==> src/rtl/stfp_pkg.sv <==
// ----------------------------------------------------------------------------
// Suffix-tagged field parser package
// Shared constants, register indexes and conversion phase codes.
// ----------------------------------------------------------------------------
package stfp_pkg;

    // Default field buffer size in bytes; capacity is one less than this.
    localparam int BUFFER_BYTES_DEFAULT = 8;

    // Bytes of text that a result carries at most.
    localparam int TEXT_MAX_BYTES = 7;

    // Register reset values.
    localparam logic [7:0] SPEED_TAG_RESET   = 8'd86;
    localparam logic [7:0] RPM_TAG_RESET     = 8'd83;
    localparam logic [7:0] GEAR_TAG_RESET    = 8'd69;
    localparam logic [7:0] SPEED_LIMIT_RESET = 8'd100;

    // Conversion limits.
    localparam logic [23:0] MAG_MAX       = 24'hFF_FFFF;
    localparam logic [23:0] MAG_MUL_LIMIT = 24'd1677720;   // (MAG_MAX - 9) / 10
    localparam logic [20:0] NEG_FLOOR_MAG = 21'h10_0000;   // magnitude of -2^20

    // ASCII codes used by the conversion.
    localparam logic [7:0] CHAR_SPACE = 8'd32;
    localparam logic [7:0] CHAR_TAB   = 8'd9;
    localparam logic [7:0] CHAR_CR    = 8'd13;
    localparam logic [7:0] CHAR_PLUS  = 8'd43;
    localparam logic [7:0] CHAR_MINUS = 8'd45;
    localparam logic [7:0] CHAR_ZERO  = 8'd48;
    localparam logic [7:0] CHAR_NINE  = 8'd57;

    // Field kinds reported on a result.
    localparam logic [1:0] KIND_SPEED = 2'd0;
    localparam logic [1:0] KIND_RPM   = 2'd1;
    localparam logic [1:0] KIND_GEAR  = 2'd2;

    // Configuration register indexes.
    localparam int CFG_INDEX_W = 2;
    typedef enum logic [CFG_INDEX_W-1:0] {
        CFG_SPEED_TAG   = 2'd0,
        CFG_RPM_TAG     = 2'd1,
        CFG_GEAR_TAG    = 2'd2,
        CFG_SPEED_LIMIT = 2'd3
    } cfg_reg_t;

    // Number conversion phases.
    typedef enum logic [1:0] {
        PHASE_SPACE  = 2'd0,
        PHASE_DIGITS = 2'd1,
        PHASE_DONE   = 2'd2
    } phase_t;

endpackage

==> src/rtl/suffix_tagged_field_parser.sv <==
// ----------------------------------------------------------------------------
// Suffix-tagged field parser
// Buffers received bytes until a tag byte closes the field as speed, rpm or
// gear, and converts speed text to a clamped signed value as bytes arrive.
// ----------------------------------------------------------------------------
// A result appears on the output register in the cycle after its tag byte is
// accepted. The block takes one byte per cycle while the input is not stalled;
// the per-byte multiply by ten is combinational. The input stalls only
// while a result waits in the output register and the output is stalled.
// Reset clears the field buffer and conversion state and loads the tag
// registers with V, S, E and the speed limit with 100.
module suffix_tagged_field_parser #(
    parameter int BUFFER_BYTES = stfp_pkg::BUFFER_BYTES_DEFAULT
) (
    input  logic                             clk,
    input  logic                             rst_n,
    // Configuration write channel
    input  logic                             cfg_valid,
    output logic                             cfg_ready,
    input  logic [stfp_pkg::CFG_INDEX_W-1:0] cfg_index,
    input  logic [7:0]                       cfg_data,
    // Input byte channel
    input  logic                             in_valid,
    output logic                             in_stall,
    input  logic [7:0]                       received_byte,
    // Result channel
    output logic                             out_valid,
    input  logic                             out_stall,
    output logic [1:0]                       field_kind,
    output logic [55:0]                      field_text,
    output logic [2:0]                       field_length,
    output logic signed [20:0]               speed_value
);

    import stfp_pkg::*;

    localparam int FIELD_CAP  = BUFFER_BYTES - 1;
    localparam int TEXT_BYTES = (FIELD_CAP < TEXT_MAX_BYTES) ? FIELD_CAP : TEXT_MAX_BYTES;
    localparam int CNT_W      = $clog2(BUFFER_BYTES);

    // Configuration registers
    logic [7:0] speed_tag_reg;
    logic [7:0] rpm_tag_reg;
    logic [7:0] gear_tag_reg;
    logic [7:0] speed_limit_reg;

    // Field and conversion state
    logic [7:0]       buffer_reg [TEXT_BYTES];
    logic [CNT_W-1:0] byte_count_reg;
    logic [CNT_W-1:0] byte_count_next;
    phase_t           phase_reg;
    phase_t           phase_next;
    logic             negative_reg;
    logic             negative_next;
    logic [23:0]      magnitude_reg;
    logic [23:0]      magnitude_next;

    // Result register
    logic               out_valid_reg;
    logic [1:0]         field_kind_reg;
    logic [55:0]        field_text_reg;
    logic [2:0]         field_length_reg;
    logic signed [20:0] speed_value_reg;

    // Combinational signals
    logic               in_accept;
    logic               out_accept;
    logic               is_tag;
    logic [1:0]         kind_sel;
    logic               has_room;
    logic               store_byte;
    logic               clear_field;
    logic               is_digit;
    logic               is_space;
    logic [27:0]        mag_times_ten;
    logic [27:0]        mag_sum;
    logic [23:0]        mag_step;
    logic [55:0]        text_now;
    logic [4:0]         count_wide;
    logic [2:0]         length_now;
    logic [20:0]        mag_floor;
    logic signed [20:0] speed_now;

    // Handshakes
    assign cfg_ready  = 1'b1;
    assign in_stall   = out_valid_reg && out_stall;
    assign in_accept  = in_valid && !in_stall;
    assign out_accept = out_valid_reg && !out_stall;

    // Configuration register writes
    always_ff @(posedge clk or negedge rst_n)
    begin
        if (!rst_n)
        begin
            speed_tag_reg   <= SPEED_TAG_RESET;
            rpm_tag_reg     <= RPM_TAG_RESET;
            gear_tag_reg    <= GEAR_TAG_RESET;
            speed_limit_reg <= SPEED_LIMIT_RESET;
        end
        else if (cfg_valid && cfg_ready)
        begin
            unique case (cfg_reg_t'(cfg_index))
                CFG_SPEED_TAG:   speed_tag_reg   <= cfg_data;
                CFG_RPM_TAG:     rpm_tag_reg     <= cfg_data;
                CFG_GEAR_TAG:    gear_tag_reg    <= cfg_data;
                CFG_SPEED_LIMIT: speed_limit_reg <= cfg_data;
                default:         ;
            endcase
        end
    end

    // Tag match, with speed taking priority over rpm and rpm over gear.
    always_comb
    begin
        is_tag   = 1'b1;
        kind_sel = KIND_SPEED;
        if (received_byte == speed_tag_reg)
        begin
            kind_sel = KIND_SPEED;
        end
        else if (received_byte == rpm_tag_reg)
        begin
            kind_sel = KIND_RPM;
        end
        else if (received_byte == gear_tag_reg)
        begin
            kind_sel = KIND_GEAR;
        end
        else
        begin
            is_tag = 1'b0;
        end
    end

    // A plain byte is stored while there is room; one more clears the field.
    assign has_room    = byte_count_reg < CNT_W'(FIELD_CAP);
    assign store_byte  = in_accept && !is_tag && has_room;
    assign clear_field = in_accept && (is_tag || !has_room);

    // Character classes for the conversion.
    assign is_digit = (received_byte >= CHAR_ZERO) && (received_byte <= CHAR_NINE);
    assign is_space = (received_byte == CHAR_SPACE)
                   || ((received_byte >= CHAR_TAB) && (received_byte <= CHAR_CR));

    // Saturating magnitude * 10 + digit.
    assign mag_times_ten = {magnitude_reg, 3'b000} + {3'b000, magnitude_reg, 1'b0};
    assign mag_sum       = mag_times_ten + 28'(received_byte - CHAR_ZERO);
    assign mag_step      = ((magnitude_reg > MAG_MUL_LIMIT) || (mag_sum > 28'(MAG_MAX)))
                         ? MAG_MAX : mag_sum[23:0];

    // Next state of the conversion and the byte count.
    always_comb
    begin
        byte_count_next = byte_count_reg;
        phase_next      = phase_reg;
        negative_next   = negative_reg;
        magnitude_next  = magnitude_reg;
        if (clear_field)
        begin
            byte_count_next = '0;
            phase_next      = PHASE_SPACE;
            negative_next   = 1'b0;
            magnitude_next  = '0;
        end
        else if (store_byte)
        begin
            byte_count_next = byte_count_reg + CNT_W'(1);
            unique case (phase_reg)
                PHASE_SPACE:
                begin
                    if (is_space)
                    begin
                        phase_next = PHASE_SPACE;
                    end
                    else if ((received_byte == CHAR_PLUS) || (received_byte == CHAR_MINUS))
                    begin
                        negative_next = (received_byte == CHAR_MINUS);
                        phase_next    = PHASE_DIGITS;
                    end
                    else if (is_digit)
                    begin
                        magnitude_next = mag_step;
                        phase_next     = PHASE_DIGITS;
                    end
                    else
                    begin
                        phase_next = PHASE_DONE;
                    end
                end
                PHASE_DIGITS:
                begin
                    if (is_digit)
                    begin
                        magnitude_next = mag_step;
                    end
                    else
                    begin
                        phase_next = PHASE_DONE;
                    end
                end
                PHASE_DONE:
                begin
                    phase_next = PHASE_DONE;
                end
                default:
                begin
                    phase_next = phase_reg;
                end
            endcase
        end
    end

    // Field and conversion state registers.
    always_ff @(posedge clk or negedge rst_n)
    begin
        if (!rst_n)
        begin
            byte_count_reg <= '0;
            phase_reg      <= PHASE_SPACE;
            negative_reg   <= 1'b0;
            magnitude_reg  <= '0;
        end
        else
        begin
            byte_count_reg <= byte_count_next;
            phase_reg      <= phase_next;
            negative_reg   <= negative_next;
            magnitude_reg  <= magnitude_next;
        end
    end

    // Text bytes; bytes past the seventh are counted but not kept.
    always_ff @(posedge clk or negedge rst_n)
    begin
        if (!rst_n)
        begin
            for (int i = 0; i < TEXT_BYTES; i++)
            begin
                buffer_reg[i] <= '0;
            end
        end
        else
        begin
            for (int i = 0; i < TEXT_BYTES; i++)
            begin
                if (clear_field)
                begin
                    buffer_reg[i] <= '0;
                end
                else if (store_byte && (byte_count_reg == CNT_W'(i)))
                begin
                    buffer_reg[i] <= received_byte;
                end
            end
        end
    end

    // Result text, with unwritten bytes already zero.
    always_comb
    begin
        text_now = '0;
        for (int i = 0; i < TEXT_BYTES; i++)
        begin
            text_now[8*i +: 8] = buffer_reg[i];
        end
    end

    // Length saturates at seven bytes.
    assign count_wide = 5'(byte_count_reg);
    assign length_now = (count_wide > 5'(TEXT_MAX_BYTES)) ? 3'(TEXT_MAX_BYTES) : count_wide[2:0];

    // Signed speed: negative values floor at -2^20, positive ones clamp to the limit.
    assign mag_floor = (magnitude_reg > 24'(NEG_FLOOR_MAG)) ? NEG_FLOOR_MAG : magnitude_reg[20:0];
    always_comb
    begin
        if (kind_sel != KIND_SPEED)
        begin
            speed_now = '0;
        end
        else if (negative_reg)
        begin
            speed_now = -$signed(mag_floor);
        end
        else if (magnitude_reg > 24'(speed_limit_reg))
        begin
            speed_now = $signed(21'(speed_limit_reg));
        end
        else
        begin
            speed_now = $signed(magnitude_reg[20:0]);
        end
    end

    // Output register: loaded by a tag byte, emptied when the result is taken.
    always_ff @(posedge clk or negedge rst_n)
    begin
        if (!rst_n)
        begin
            out_valid_reg <= 1'b0;
        end
        else if (in_accept && is_tag)
        begin
            out_valid_reg <= 1'b1;
        end
        else if (out_accept)
        begin
            out_valid_reg <= 1'b0;
        end
    end

    // Result payload.
    always_ff @(posedge clk)
    begin
        if (in_accept && is_tag)
        begin
            field_kind_reg   <= kind_sel;
            field_text_reg   <= text_now;
            field_length_reg <= length_now;
            speed_value_reg  <= speed_now;
        end
    end

    assign out_valid    = out_valid_reg;
    assign field_kind   = field_kind_reg;
    assign field_text   = field_text_reg;
    assign field_length = field_length_reg;
    assign speed_value  = speed_value_reg;

    // The byte count never passes the buffer capacity.
    a_count_in_range: assert property (@(posedge clk) disable iff (!rst_n)
        byte_count_reg <= CNT_W'(FIELD_CAP))
        else $error("Byte count exceeds buffer capacity.");

    // An accepted tag byte always leaves a result in the output register.
    a_tag_gives_result: assert property (@(posedge clk) disable iff (!rst_n)
        (in_accept && is_tag) |=> out_valid_reg)
        else $error("Accepted tag byte produced no result.");

    // A closed field leaves the buffer empty for the next one.
    a_tag_clears_field: assert property (@(posedge clk) disable iff (!rst_n)
        (in_accept && is_tag) |=> (byte_count_reg == '0) && (magnitude_reg == '0))
        else $error("Field state not cleared after tag byte.");

    // Only speed results carry a converted value.
    a_speed_only: assert property (@(posedge clk) disable iff (!rst_n)
        (out_valid_reg && (field_kind_reg != KIND_SPEED)) |-> (speed_value_reg == '0))
        else $error("Non-speed result carries a speed value.");

    // The input is held back only while a result is waiting.
    a_stall_reason: assert property (@(posedge clk) disable iff (!rst_n)
        in_stall |-> out_valid_reg)
        else $error("Input stalled with an empty output register.");

endmodule
==> config.mk <==
export PLATFORM = sky130hd
export DESIGN_NAME = suffix_tagged_field_parser
export DESIGN_NICKNAME = d
export VERILOG_FILES = /design/src/rtl/stfp_pkg.sv /design/src/rtl/suffix_tagged_field_parser.sv
export SDC_FILE = /design/constraint.sdc
export NUM_CORES = 1
export LEC_CHECK = 0
export ABC_CLOCK_PERIOD_IN_PS = 6500
export BUFFER_PORTS_ARGS = -buffer_cell sky130_fd_sc_hd__buf_2
export CORE_MARGIN = 8
export CORE_UTILIZATION = 60
export DETAILED_ROUTE_END_ITERATION = 10
export GPL_ROUTABILITY_DRIVEN = 0
export GPL_TIMING_DRIVEN = 0
export PLACE_DENSITY = 0.84
export REMOVE_ABC_BUFFERS = 1
export SYNTH_ARGS = -nofsm -noshare
export SYNTH_HDL_FRONTEND = slang
export SYNTH_SLANG_ARGS = --single-unit
==> constraint.sdc <==
create_clock -name clk -period 6.5 [get_ports clk]
set_input_delay 0.325 -clock clk [delete_from_list [all_inputs] [get_ports clk]]
set_output_delay 0.325 -clock clk [all_outputs]
set_load 0.05 [all_outputs]
==> results.cfg <==
[detailed_routing]
highest_layer = met4
drcViolationCount = 0
m1WireLength_mm = 10.15
drtPass1Iterations = 5
ant_nets = 0
routed_wl_mm = 25.68
vias = 8121
vias_per_cell = 6.223
wl_met3_mm = 1.912
wl_per_cell_um = 19.68
drtIter0Drc = 675
met2_length_mm = 12.85

[cts]
clock_latency_ns = 0.50
clock_sinks = 201
htree_levels = 1
cts_setup_buffers = 0
cts_tree = done
cts_buffer_depth = 3
cts_made_buffers = 20
cts_resized = 0
path_clk_slew_ns = 0.06
clockRootBuffer = clkbuf_16

[min_path]
min-delay-start = cfg_data[4]
hold_depth = 2
hold_path.class = primary input to flip-flop
holdPathEnd = speed_limit_reg[4]

[sta]
rsz0062_at_grt = no
fin_crit_ns = 4.950
slew_headroom = 0.1528
fmax_mhz = 202.0
setup_viol = 0
worst_pin_slew_ns = 1.268
hold_violations = 0
min_period_over_period = 0.7615
setup_tns_ns = 0
skew_ns = 0.02625
slew_viol_final = 0

[pwr]
p_int_mw = 3.434
p_per_area_mw_per_mm2 = 468.5
peakVddDrop_uv = 355.2
switchingPower_mw = 2.297
pwr-share-comb = 0.438
power_mw = 5.732
p_leak_nw = 5.426
swShare = 0.4008
pwr-share-seq = 0.362
p_clk_frac = 0.200

[placement]
hpwl_mm = 18.04
placed_cell_area_mm2 = 0.01156
place_inst = 1268
io_buffers = 106

[yosys]
synth_area_per_cell_um2 = 11.07
netlist_area_mm2 = 0.01084
synth_warnings = 0
synthTopCellsByArea = dfrtp_1 24%, edfxtp_1 23%, ha_1 5.7%
async_flop_share = 0.5920
netlist_instances = 979
synth_top_cell_by_area = dfrtp_1
synth_top_area_frac = 0.2424
synthFlopType = dfrtp_1
yosysSeqAreaShare = 0.5036
synth_cell_type_count = 65
synth_seq_cells = 201
synth_edf_count = 82

[floorplanning]
num_rows = 49
start_util = 0.6075
die_width_um = 150.4
die-area_mm2 = 0.02262
dieHeight_um = 150.4
core_mm2 = 0.01784
ios = 108

[global_routing]
gr-total-overflow = 0
grt_pass1_vias = 8185
antenna_found_initial = 0
grt_max_degree = 63
grt_first_pass_wirelength_mm = 42.07
grt_usage = 0.2303

[finish]
n_fill_cell = 1224
fin_area_mm2 = 0.01223
syn_to_final_growth_pct = 12.87
finish.utilization = 0.6857
nets = 1157
stdcell_count = 1305
n_antenna_cell = 0
regArea_mm2 = 0.005458
layout-drive-gt1-share = 0.1914
multi_input_area_mm2 = 0.005060

[setup_path]
reg2reg_depth = 11
max_stage_delay_ns = 0.75
crit_path_cell_trace = buf_2 > ha_1 > nor3_2 > buf_6 > fa_1 > ha_1 > and3_1 > nand4_1 > a211oi_1 > o211ai_1 > o311ai_1 > o2bb2ai_1 > nand4_2 > o221a_2
cp_max_fo = 24
path_common_cell = ha_1
critPathTopFamily = simple AND/OR/NAND/NOR gates
worstPathArrival_ns = 5.32
endpoint_kind = flip-flop
rr_endpoint = magnitude_reg[23]
rr_startpoint = magnitude_reg[0]
cp-start-kind = primary input
crit_type = primary input to flip-flop
slowest_stage = nor3_2
r2r_slack_ns = 2.03
path_buf_inv = 2
worstPathRequired_ns = 6.87

[run_status]
status = finished, final reports clean

[flow_run]
maxCapViolCount = 0
power by group through the flow:
stage / Combinational, mW / Clock (mW) / Sequential (mW)
6_report: 2.51 / 1.15 / 2.08
5_1_grt: 2.83 / 1.20 / 2.12
4_1_cts: 2.49 / 1.16 / 2.07
3_5_place_dp: 2.46 / 0 / 2.09
3_3_place_gp: 2.34 / 0 / 2.07
2_1_floorplan: 1.93 / 0 / 1.99
per-stage QoR:
| step | hold slack [ns] | worst slack [ns] |
|---|---|---|
| floorplan | 0.02941 | 1.129 |
| detailed placement | 0.3241 | 1.097 |
| global placement | 0.4302 | -0.4166 |
| CTS | 0.1097 | 1.579 |
| global route | 0.1101 | 1.219 |
| finish | 0.1193 | 1.550 |
worst register-to-register path, delay by kind of cell, from the launching register on:
family	cells	cell delay, ns
AOI/OAI and AO/OA	6	1.94
buffers and inverters	1	0.07
and+or+nand+nor	2	0.76
adders and majority gates	2	1.06
DFF	1	0.51
cell usage in the layout (no fill, tap or decap), types with 9 or more instances in the layout:
master / Yosys / routed
and3_1: 9 / 9
mux2_2: 32 / 32
nand3_1: 40 / 40
o221a_1: 20 / 20
a31oi_1: 13 / 13
xnor2_1: 15 / 15
dfstp_2: 14 / 14
inv_1: 28 / 28
edfxtp_1: 82 / 82
dfrtp_1: 105 / 105
o211ai_1: 9 / 9
nand2b_1: 9 / 9
a21o_1: 20 / 20
xor2_1: 42 / 42
mux2i_1: 19 / 19
clkbuf_16: 0 / 21
a21oi_1: 79 / 79
ha_1: 49 / 49
nor3_1: 15 / 14
nand2_1: 89 / 89
nand4_1: 12 / 12
o21ai_0: 27 / 27
nor4_1: 11 / 11
fa_1: 23 / 23
buf_2: 7 / 105
nor2_1: 76 / 74
cells in the mapped netlist (19+ instances only):
cell      count
dfrtp_1     105
nand2_1      89
edfxtp_1     82
a21oi_1      79
nor2_1       76
ha_1         49
xor2_1       42
clkbuf_1     40
nand3_1      40
mux2_2       32
inv_1        28
o21ai_0      27
fa_1         23
a21o_1       20
o221a_1      20
mux2i_1      19
layout make-up:
| class | instances | share of cell area |
|---|---|---|
| clock buffer | 27 | 0.04725 |
| clock inverter | 9 | 0.006648 |
| inverter | 29 | 0.008898 |
| multi-input combinational | 697 | 0.4136 |
| sequential | 201 | 0.4461 |
| tap | 229 | 0.02342 |
| timing repair buffer | 113 | 0.05400 |
worst max path at each step:
stage	start	to	slack [ns]	cells past startpoint
2_1_floorplan	received_byte[4]	magnitude_reg[0]	1.13	12
3_3_place_gp	received_byte[5]	magnitude_reg[1]	-0.42	13
3_5_place_dp	received_byte[5]	magnitude_reg[19]	1.10	14
4_1_cts	received_byte[5]	magnitude_reg[19]	1.58	14
5_1_grt	received_byte[5]	magnitude_reg[22]	1.22	14
6_report	received_byte[5]	magnitude_reg[23]	1.55	14
logic make-up after synthesis:
| family | Yosys count | share of synthesized area |
|---|---|---|
| fa+ha+maj | 72 | 0.09905 |
| compound gates | 221 | 0.1375 |
| xor+xnor | 57 | 0.04606 |
| buf+inv | 81 | 0.03198 |
| mux | 51 | 0.05080 |
| flops | 201 | 0.5036 |
| other cells | 1 | 0.0003460 |
| simple gates | 295 | 0.1307 |
per-layer routing:
metal,GRT usage,vias up
li1,-,3723
met1,0.2905,3999
met2,0.3973,336
met3,0.03036,63
met4,0.08746,0
met5,0,-
timing repair:
item / CTS / global route
hold endpoints to repair: 57 / 0
setup endpoints to repair: 0 / 0
hold buffers: 1 / 0
No activity file was read; power rests on OpenSTA's default activity.
